--- config.mk ---
export PLATFORM = sky130hd
export DESIGN_NAME = char_lcd_nibble_interface
export DESIGN_NICKNAME = d
export VERILOG_FILES = /design/src/design/clnib_pkg.sv /design/src/design/char_lcd_nibble_interface.sv /design/src/design/clnib_decode.sv /design/src/design/clnib_serializer.sv
export VERILOG_INCLUDE_DIRS = /design/src /design/src/design
export SDC_FILE = /design/constraint.sdc
export NUM_CORES = 1
export LEC_CHECK = 0
export BUFFER_PORTS_ARGS = -buffer_cell sky130_fd_sc_hd__buf_2
export CELL_PAD_IN_SITES_DETAIL_PLACEMENT = 1
export CELL_PAD_IN_SITES_GLOBAL_PLACEMENT = 1
export CORE_UTILIZATION = 35
export DETAILED_ROUTE_END_ITERATION = 8
export PLACE_DENSITY = 0.88
export SLEW_MARGIN = 5
export SYNTH_ARGS = -nofsm -noshare
export SYNTH_HDL_FRONTEND = slang
export SYNTH_SLANG_ARGS = --single-unit
--- constraint.sdc ---
create_clock -name clock -period 3 [get_ports clock]
set_input_delay 0.45 -clock clock [delete_from_list [all_inputs] [get_ports clock]]
set_output_delay 0.45 -clock clock [all_outputs]
set_load 0.01 [all_outputs]
--- src/design/char_lcd_nibble_interface_assert.svh ---
// Assertion helpers for the character LCD bus sequencer.
// Each check is compiled out when SYNTHESIS is defined.
`ifndef CHAR_LCD_NIBBLE_INTERFACE_ASSERT_SVH
`define CHAR_LCD_NIBBLE_INTERFACE_ASSERT_SVH
`ifndef SYNTHESIS
// Same-cycle implication
`define CLNIB_ASSERT_IMPLY(label, clk, rst, ante, cons) \
   label: assert property (@(posedge clk) disable iff (rst) (ante) |-> (cons)) \
      else $error("clnib check failed");
// Next-cycle implication
`define CLNIB_ASSERT_NEXT(label, clk, rst, ante, cons) \
   label: assert property (@(posedge clk) disable iff (rst) (ante) |=> (cons)) \
      else $error("clnib check failed");
`else
`define CLNIB_ASSERT_IMPLY(label, clk, rst, ante, cons)
`define CLNIB_ASSERT_NEXT(label, clk, rst, ante, cons)
`endif
`endif

--- src/design/clnib_pkg.sv ---
package clnib_pkg;

   // Command codes carried in the input beat
   typedef enum logic [2:0] {
      CMD_CHAR     = 3'd0,
      CMD_RAW      = 3'd1,
      CMD_POSITION = 3'd2,
      CMD_HOME     = 3'd3,
      CMD_CLEAR    = 3'd4,
      CMD_DISPLAY  = 3'd5,
      CMD_CURSOR   = 3'd6,
      CMD_BLINK    = 3'd7
   } command_type;

   // Register indexes on the configuration port
   localparam logic [1:0] REG_COLUMNS  = 2'd0;
   localparam logic [1:0] REG_ROWS     = 2'd1;
   localparam logic [1:0] REG_BUS_8BIT = 2'd2;

   // Controller command bytes
   localparam logic [7:0] CLEAR_DISPLAY_CMD = 8'h01;
   localparam logic [7:0] RETURN_HOME_CMD   = 8'h02;
   localparam logic [7:0] LCD_DISP_CTRL     = 8'h08;
   localparam logic [7:0] LCD_SET_DDRAM     = 8'h80;
   localparam logic [7:0] LCD_ROW1_OFFSET   = 8'h40;
   localparam logic [3:0] NIBBLE_MASK       = 4'hF;

   // Display control bits
   localparam logic [2:0] DC_DISPLAY = 3'b100;
   localparam logic [2:0] DC_CURSOR  = 3'b010;
   localparam logic [2:0] DC_BLINK   = 3'b001;

   // Reset values of the configuration registers
   localparam logic [5:0] COLUMNS_RESET = 6'd16;
   localparam logic [2:0] ROWS_RESET    = 3'd2;

   typedef struct packed {
      logic [5:0] columns;
      logic [2:0] rows;
      logic       bus_8bit;
   } config_type;

   typedef struct packed {
      logic [5:0] col;
      logic [1:0] row;
      logic [2:0] dc;
   } state_type;

   // Up to two bytes for the bus, with their register select
   typedef struct packed {
      logic       emit;
      logic       two_bytes;
      logic       wide;
      logic       rs0;
      logic [7:0] byte0;
      logic       rs1;
      logic [7:0] byte1;
   } burst_type;

endpackage

--- src/design/char_lcd_nibble_interface.sv ---
// Character LCD bus sequencer.
// The req channel takes one command per beat: tuser holds the command code,
// tdata holds data_byte, column, row and switch_on. The rsp channel gives
// the bus transfers: tdata is the nibble (4-bit mode) or byte, tuser the
// register select, tlast marks the final transfer of one command.
// A command makes one to four transfers; a position past the column count
// or the row count makes none. The first transfer is shown the cycle after
// the command is taken, and one transfer leaves per cycle while rsp_tready
// is high. The next command is taken in the cycle the last transfer leaves;
// that output holding register sets the rate. Cursor and display control
// are updated when the command is taken.
// The csr port holds columns (0x0), rows (0x4) and bus_8bit (0x8).
// Reset clears cursor and display control, sets 16 columns, 2 rows and
// 4-bit mode, and empties the output. A stall on rsp holds the current
// transfer and, once that register is full, stalls req.
module char_lcd_nibble_interface (
   input  logic        clock,
   input  logic        reset,
   // command stream
   input  logic        req_tvalid,
   output logic        req_tready,
   input  logic [23:0] req_tdata,   // data_byte[7:0], column[13:8], row[15:14], switch_on[16]
   input  logic [2:0]  req_tuser,   // command[2:0]
   // transfer stream
   output logic        rsp_tvalid,
   input  logic        rsp_tready,
   output logic [7:0]  rsp_tdata,   // bus_value[7:0]
   output logic        rsp_tuser,   // reg_select[0]
   output logic        rsp_tlast,
   // configuration
   input  logic        csr_psel,
   input  logic        csr_penable,
   input  logic        csr_pwrite,
   input  logic [3:0]  csr_paddr,
   input  logic [31:0] csr_pwdata,
   output logic [31:0] csr_prdata,
   output logic        csr_pready
);
   import clnib_pkg::*;
   `include "char_lcd_nibble_interface_assert.svh"

   config_type  cfg_ff;
   state_type   state_ff;
   state_type   state_in;
   burst_type   burst;
   command_type command;
   logic        req_accept;
   logic        csr_write;
   logic [1:0]  csr_index;

   // Configuration registers
   assign csr_pready = 1'b1;
   assign csr_index  = csr_paddr[3:2];
   assign csr_write  = csr_psel && csr_penable && csr_pwrite && csr_pready;

   always_ff @(posedge clock) begin
      if (reset) begin
         cfg_ff.columns  <= COLUMNS_RESET;
         cfg_ff.rows     <= ROWS_RESET;
         cfg_ff.bus_8bit <= 1'b0;
      end else if (csr_write) begin
         case (csr_index)
            REG_COLUMNS:  cfg_ff.columns  <= csr_pwdata[5:0];
            REG_ROWS:     cfg_ff.rows     <= csr_pwdata[2:0];
            REG_BUS_8BIT: cfg_ff.bus_8bit <= csr_pwdata[0];
            default:      cfg_ff          <= cfg_ff;
         endcase
      end
   end

   always_comb begin
      case (csr_index)
         REG_COLUMNS:  csr_prdata = {26'b0, cfg_ff.columns};
         REG_ROWS:     csr_prdata = {29'b0, cfg_ff.rows};
         REG_BUS_8BIT: csr_prdata = {31'b0, cfg_ff.bus_8bit};
         default:      csr_prdata = '0;
      endcase
   end

   // Decode one command against the current cursor
   assign command    = command_type'(req_tuser);
   assign req_accept = req_tvalid && req_tready;

   clnib_decode u_decode (
      .command    (command),
      .data_byte  (req_tdata[7:0]),
      .column     (req_tdata[13:8]),
      .row        (req_tdata[15:14]),
      .switch_on  (req_tdata[16]),
      .cfg        (cfg_ff),
      .state_now  (state_ff),
      .burst      (burst),
      .state_next (state_in)
   );

   // Cursor and display control advance on each accepted beat
   always_ff @(posedge clock) begin
      if (reset) begin
         state_ff <= '0;
      end else if (req_accept) begin
         state_ff <= state_in;
      end
   end

   // Output holding register and beat sequencing
   clnib_serializer u_serializer (
      .clock      (clock),
      .reset      (reset),
      .load       (req_accept),
      .burst      (burst),
      .ready      (req_tready),
      .rsp_tvalid (rsp_tvalid),
      .rsp_tready (rsp_tready),
      .rsp_tdata  (rsp_tdata),
      .rsp_tuser  (rsp_tuser),
      .rsp_tlast  (rsp_tlast)
   );

   // Home and clear put the cursor at the origin
   `CLNIB_ASSERT_NEXT(a_home_origin, clock, reset, req_accept && (command == CMD_HOME || command == CMD_CLEAR), state_ff.col == 6'd0 && state_ff.row == 2'd0)
   // Display control commands always produce transfers
   `CLNIB_ASSERT_NEXT(a_dc_emits, clock, reset, req_accept && (command == CMD_DISPLAY || command == CMD_CURSOR || command == CMD_BLINK), rsp_tvalid)
   // Nothing follows the final beat unless a new command was taken
   `CLNIB_ASSERT_NEXT(a_no_extra, clock, reset, rsp_tvalid && rsp_tready && rsp_tlast && !req_accept, !rsp_tvalid)
   // Nibble mode keeps the upper bus bits clear
   `CLNIB_ASSERT_IMPLY(a_nibble_clean, clock, reset, rsp_tvalid && !cfg_ff.bus_8bit, rsp_tdata[7:4] == 4'h0)

endmodule

--- src/design/clnib_decode.sv ---
module clnib_decode (
   input  clnib_pkg::command_type command,
   input  logic [7:0]             data_byte,
   input  logic [5:0]             column,
   input  logic [1:0]             row,
   input  logic                   switch_on,
   input  clnib_pkg::config_type  cfg,
   input  clnib_pkg::state_type   state_now,
   output clnib_pkg::burst_type   burst,
   output clnib_pkg::state_type   state_next
);
   import clnib_pkg::*;

   logic [6:0] col_inc;
   logic       col_wrap;
   logic [2:0] row_inc;
   logic [1:0] row_adv;
   logic [7:0] wrap_addr;
   logic       pos_bad;
   logic [7:0] pos_addr;
   logic [2:0] dc_bit;
   logic [2:0] dc_new;

   // Cursor advance after a character
   assign col_inc   = {1'b0, state_now.col} + 7'd1;
   assign col_wrap  = col_inc >= {1'b0, cfg.columns};
   assign row_inc   = {1'b0, state_now.row} + 3'd1;
   assign row_adv   = (row_inc >= cfg.rows) ? 2'd0 : row_inc[1:0];
   assign wrap_addr = LCD_SET_DDRAM | ((row_adv != 2'd0) ? LCD_ROW1_OFFSET : 8'h00);

   // Position check and address
   assign pos_bad  = (column > cfg.columns) || ({1'b0, row} > cfg.rows);
   assign pos_addr = {2'b00, column}
                     + (LCD_SET_DDRAM | ((row != 2'd0) ? LCD_ROW1_OFFSET : 8'h00));

   // Display control update
   always_comb begin
      case (command)
         CMD_DISPLAY: dc_bit = DC_DISPLAY;
         CMD_CURSOR:  dc_bit = DC_CURSOR;
         default:     dc_bit = DC_BLINK;
      endcase
   end
   assign dc_new = switch_on ? (state_now.dc | dc_bit) : (state_now.dc & ~dc_bit);

   // Build the bytes and the next cursor state
   always_comb begin
      burst           = '0;
      burst.wide      = cfg.bus_8bit;
      burst.emit      = 1'b1;
      state_next      = state_now;
      case (command)
         CMD_CHAR: begin
            burst.rs0   = 1'b1;
            burst.byte0 = data_byte;
            if (col_wrap) begin
               burst.two_bytes = 1'b1;
               burst.byte1     = wrap_addr;
               state_next.col  = '0;
               state_next.row  = row_adv;
            end else begin
               state_next.col = col_inc[5:0];
            end
         end
         CMD_RAW: begin
            burst.byte0 = data_byte;
         end
         CMD_POSITION: begin
            if (pos_bad) begin
               burst.emit = 1'b0;
            end else begin
               burst.byte0    = pos_addr;
               state_next.col = column;
               state_next.row = row;
            end
         end
         CMD_HOME: begin
            burst.byte0    = RETURN_HOME_CMD;
            state_next.col = '0;
            state_next.row = '0;
         end
         CMD_CLEAR: begin
            burst.two_bytes = 1'b1;
            burst.byte0     = CLEAR_DISPLAY_CMD;
            burst.byte1     = RETURN_HOME_CMD;
            state_next.col  = '0;
            state_next.row  = '0;
         end
         default: begin
            burst.byte0   = LCD_DISP_CTRL | {5'b0, dc_new};
            state_next.dc = dc_new;
         end
      endcase
   end

endmodule

--- src/design/clnib_serializer.sv ---
module clnib_serializer (
   input  logic                 clock,
   input  logic                 reset,
   input  logic                 load,
   input  clnib_pkg::burst_type burst,
   output logic                 ready,
   output logic                 rsp_tvalid,
   input  logic                 rsp_tready,
   output logic [7:0]           rsp_tdata,   // bus_value[7:0]
   output logic                 rsp_tuser,   // reg_select
   output logic                 rsp_tlast
);
   import clnib_pkg::*;

   logic       valid_ff;
   logic [1:0] idx_ff;
   logic [1:0] idx_in;
   logic [1:0] last_idx_ff;
   logic       wide_ff;
   logic       rs0_ff;
   logic       rs1_ff;
   logic [7:0] byte0_ff;
   logic [7:0] byte1_ff;
   logic       at_last;
   logic       sel;
   logic [7:0] byte_sel;

   assign at_last = idx_ff == last_idx_ff;
   assign ready   = !valid_ff || (rsp_tready && at_last);
   assign idx_in  = ready ? 2'd0 : (rsp_tready ? idx_ff + 2'd1 : idx_ff);

   // Control: hold the burst until its final beat leaves
   always_ff @(posedge clock) begin
      if (reset) begin
         valid_ff <= 1'b0;
         idx_ff   <= 2'd0;
      end else begin
         idx_ff <= idx_in;
         if (ready) begin
            valid_ff <= load && burst.emit;
         end
      end
   end

   // Payload: capture a new burst
   always_ff @(posedge clock) begin
      if (ready && load) begin
         wide_ff     <= burst.wide;
         rs0_ff      <= burst.rs0;
         rs1_ff      <= burst.rs1;
         byte0_ff    <= burst.byte0;
         byte1_ff    <= burst.byte1;
         last_idx_ff <= burst.wide ? {1'b0, burst.two_bytes} : {burst.two_bytes, 1'b1};
      end
   end

   // Pick byte and nibble for the current beat, high nibble first
   assign sel        = wide_ff ? idx_ff[0] : idx_ff[1];
   assign byte_sel   = sel ? byte1_ff : byte0_ff;
   assign rsp_tvalid = valid_ff;
   assign rsp_tuser  = sel ? rs1_ff : rs0_ff;
   assign rsp_tlast  = at_last;
   assign rsp_tdata  = wide_ff ? byte_sel
                     : {4'b0, (idx_ff[0] ? byte_sel[3:0] : byte_sel[7:4]) & NIBBLE_MASK};

endmodule

==> results.json <==
{
  "synth_area_mm2": 0.00282,
  "synth_edf_count": 15,
  "relSlewSlack": 0.580,
  "crit_slowest_cell": "dfxtp_1",
  "post_cts.repair.setup_buffers": 0,
  "slowest_delay_ns": 0.37,
  "grt_max_degree": 23,
  "drv_slew": 0,
  "async_flop_share": 0,
  "crit_required_ns": 3.22,
  "synth_cell_types": 54,
  "rsz0062_at_grt": "false",
  "p_switching_mw": 0.381,
  "via_per_inst": 5.41,
  "holdWs_ns": 0.375,
  "grt_pass1_wl_um": 12800,
  "fp.dieArea_mm2": 0.00843,
  "clk_latency_ns": 0.30,
  "irDropWorstVdd_mv": 0.174,
  "crit_path_end_kind": "flip-flop",
  "finalSetupTns_ns": 0,
  "hold_path_startpoint": "csr_pwdata[4]",
  "layout_commonest_cell": "buf_2",
  "ios": 115,
  "wl_um": 7800,
  "r2r_slack_ns": 0.23,
  "grt_pass1_vias": 2680,
  "p_sw_frac": 0.275,
  "crit_path_start_kind": "flip-flop",
  "dr.first_iter.drc_count": 155,
  "cp.arrival_ns": 3.00,
  "clkTransAtPathRegs_ns": 0.08,
  "fillers": 976,
  "final_cell_mix": "buf_2, nor2_1, conb_1",
  "cts_max_level": 2,
  "area_delta_synth_final_pct": 13.7,
  "cp.depth": 11,
  "pwr-share-seq": 0.427,
  "overflow": 0,
  "place_congestion": 0.808,
  "yosys_warnings": 0,
  "antennaDiodeCount": 0,
  "cts_sinks": 39,
  "clockBufferDepth": 2,
  "path_class": "reg -> reg",
  "die_w_um": 91.8,
  "dp_hpwl_um": 6150,
  "drc": 0,
  "routedWlPerCell_um": 16.5,
  "reg2reg_depth": 11,
  "initial_core_util": 0.363,
  "grt_use_total": 0.193,
  "r2r-start": "state_ff[6]",
  "power.leakage_nw": 1.45,
  "finish.net_count": 460,
  "cap_violations": 0,
  "crit_fanout": 6,
  "synth-main-ff-cell": "dfxtp_1",
  "fin_crit_sh": 0.925,
  "drt_pass1_iterations": 4,
  "crit_chain": "ha_1 > nand3_1 > xnor2_1 > ha_1 > a21o_1 > a221oi_2 > buf_4 > o211ai_1 > nor3_1 > o211ai_1 > a21oi_1",
  "grt_antenna_before_repair": 0,
  "numCtsBuffers": 5,
  "die_h_um": 91.8,
  "internal_power_mw": 1.01,
  "cp_num_buf_inv": 1,
  "setup_viol_count_final": 0,
  "synth-seq-cells": 39,
  "cp_top_family": "compound AO/OA/AOI/OAI gates",
  "fmax_mhz": 360,
  "outcome": "finished clean",
  "rows": 32,
  "min_path_type": "in -> reg",
  "min_path_cells": 3,
  "synth_seq_area_share": 0.330,
  "r2r-end": "state_ff[9]",
  "drive_gt1_frac": 0.185,
  "coreArea_mm2": 0.00777,
  "p_per_area_mw_per_mm2": 432,
  "vias": 2562,
  "syn_area_per_cell_um2": 8.74,
  "final_hold_viol_count": 0,
  "postRouteAntennaNets": 0,
  "post-route-min-period_ns": 2.77,
  "skew_ns": 0.00632,
  "clkPwrFrac": 0.379,
  "io_buffers": 52,
  "syn_inst": 323,
  "cts_root_buffer": "clkbuf_8",
  "p_comb_frac": 0.194,
  "cts_tree": "done",
  "worst_pin_slew_ns": 0.626,
  "holdPathEnd": "cfg_ff[8]"
}
## worst register-to-register path, cell delays in order (launching register included)
cell and delay (ns):
dfxtp_1 0.37, ha_1 0.26, nand3_1 0.16, xnor2_1 0.17, ha_1 0.30, a21o_1 0.18, a221oi_2 0.33, buf_4 0.18
o211ai_1 0.20, nor3_1 0.26, o211ai_1 0.13, a21oi_1 0.18
## cell usage after synthesis, drive strengths merged, types with 5 or more instances
cell type  count  area share
clkbuf         9       0.012
nor3          15       0.028
nor2          29       0.039
nand3          8       0.014
a21oi         16       0.028
o211ai         7       0.019
mux2i         23       0.082
dfxtp         24        0.17
xor2           5       0.018
edfxtp        15        0.16
buf           30       0.079
ha            19       0.084
inv           16       0.021
nor2b          9       0.020
a211oi         5       0.013
nand2         25       0.036
o21ai         11       0.020
## layer usage
metal  part of all wire  routed length (um)  global-route usage
met1               0.41                3230               0.225
met2               0.51                3990               0.358
met3              0.059                 457              0.0373
met4              0.015                 117              0.0573
met5                  0                   0                   0
## registers in the layout (all words and copies together) (netlist names)
register and cells:
cfg_ff 10, state_ff 11, u_serializer.byte0_ff 8, u_serializer.byte1_ff 3, u_serializer.idx_ff 2, u_serializer.last_idx_ff 2, u_serializer.rs0_ff 1, u_serializer.rsp_tvalid 1
u_serializer.wide_ff 1
## kinds of logic after synthesis
logic type,synth area share
buf+inv,0.112
fa+ha+maj,0.0842
flops,0.330
xor+xnor,0.0275
compound gates,0.165
mux,0.0816
simple gates,0.197
other cells,0.00266
## area by class of cell
type                            count  area, um^2  share of cell area
Timing Repair Buffer               55         283              0.0881
Multi-Input combinational cell    254        1680               0.522
Inverter                           16        60.1              0.0187
Tap cell                          102         128              0.0398
Clock buffer                        6        72.6              0.0226
Sequential cell                    39         931               0.290
Clock inverter                      2        60.1              0.0187
## power by group through the flow
stage	Combinational, mW	Sequential, mW	Clock, mW
after global routing	0.297	0.596	0.558
after CTS	0.267	0.593	0.535
final	0.269	0.593	0.525
after floorplan	0.199	0.600	0
after global placement	0.251	0.602	0
after detailed placement	0.263	0.605	0
## repair_timing
item	CTS	global route
gates resized for setup	0	2
hold buffers	0	0
setup endpoints to repair	0	2
## through the flow
stage | power [mW] | std cells | utilization | instance area, um^2 | setup slack [ns]
final | 1.39 | 474 | 0.413 | 3210 | 0.225
after global routing | 1.45 | 474 | 0.413 | 3210 | 0.0349
after CTS | 1.39 | 474 | 0.412 | 3200 | 0.232
after detailed placement | 0.868 | 466 | 0.395 | 3070 | 0.274
after global placement | 0.853 | 466 | 0.395 | 3070 | 0.358
after floorplan | 0.799 | 348 | - | 2920 | 0.508
## worst max path at each step
stage	from	end
4_1_cts	state_ff[6]	state_ff[7]
2_1_floorplan	state_ff[5]	state_ff[7]
6_report	state_ff[6]	state_ff[9]
3_3_place_gp	state_ff[6]	state_ff[7]
3_5_place_dp	state_ff[6]	state_ff[7]
5_1_grt	state_ff[5]	state_ff[9]
Note: power is estimated with default switching activity, not from simulation.
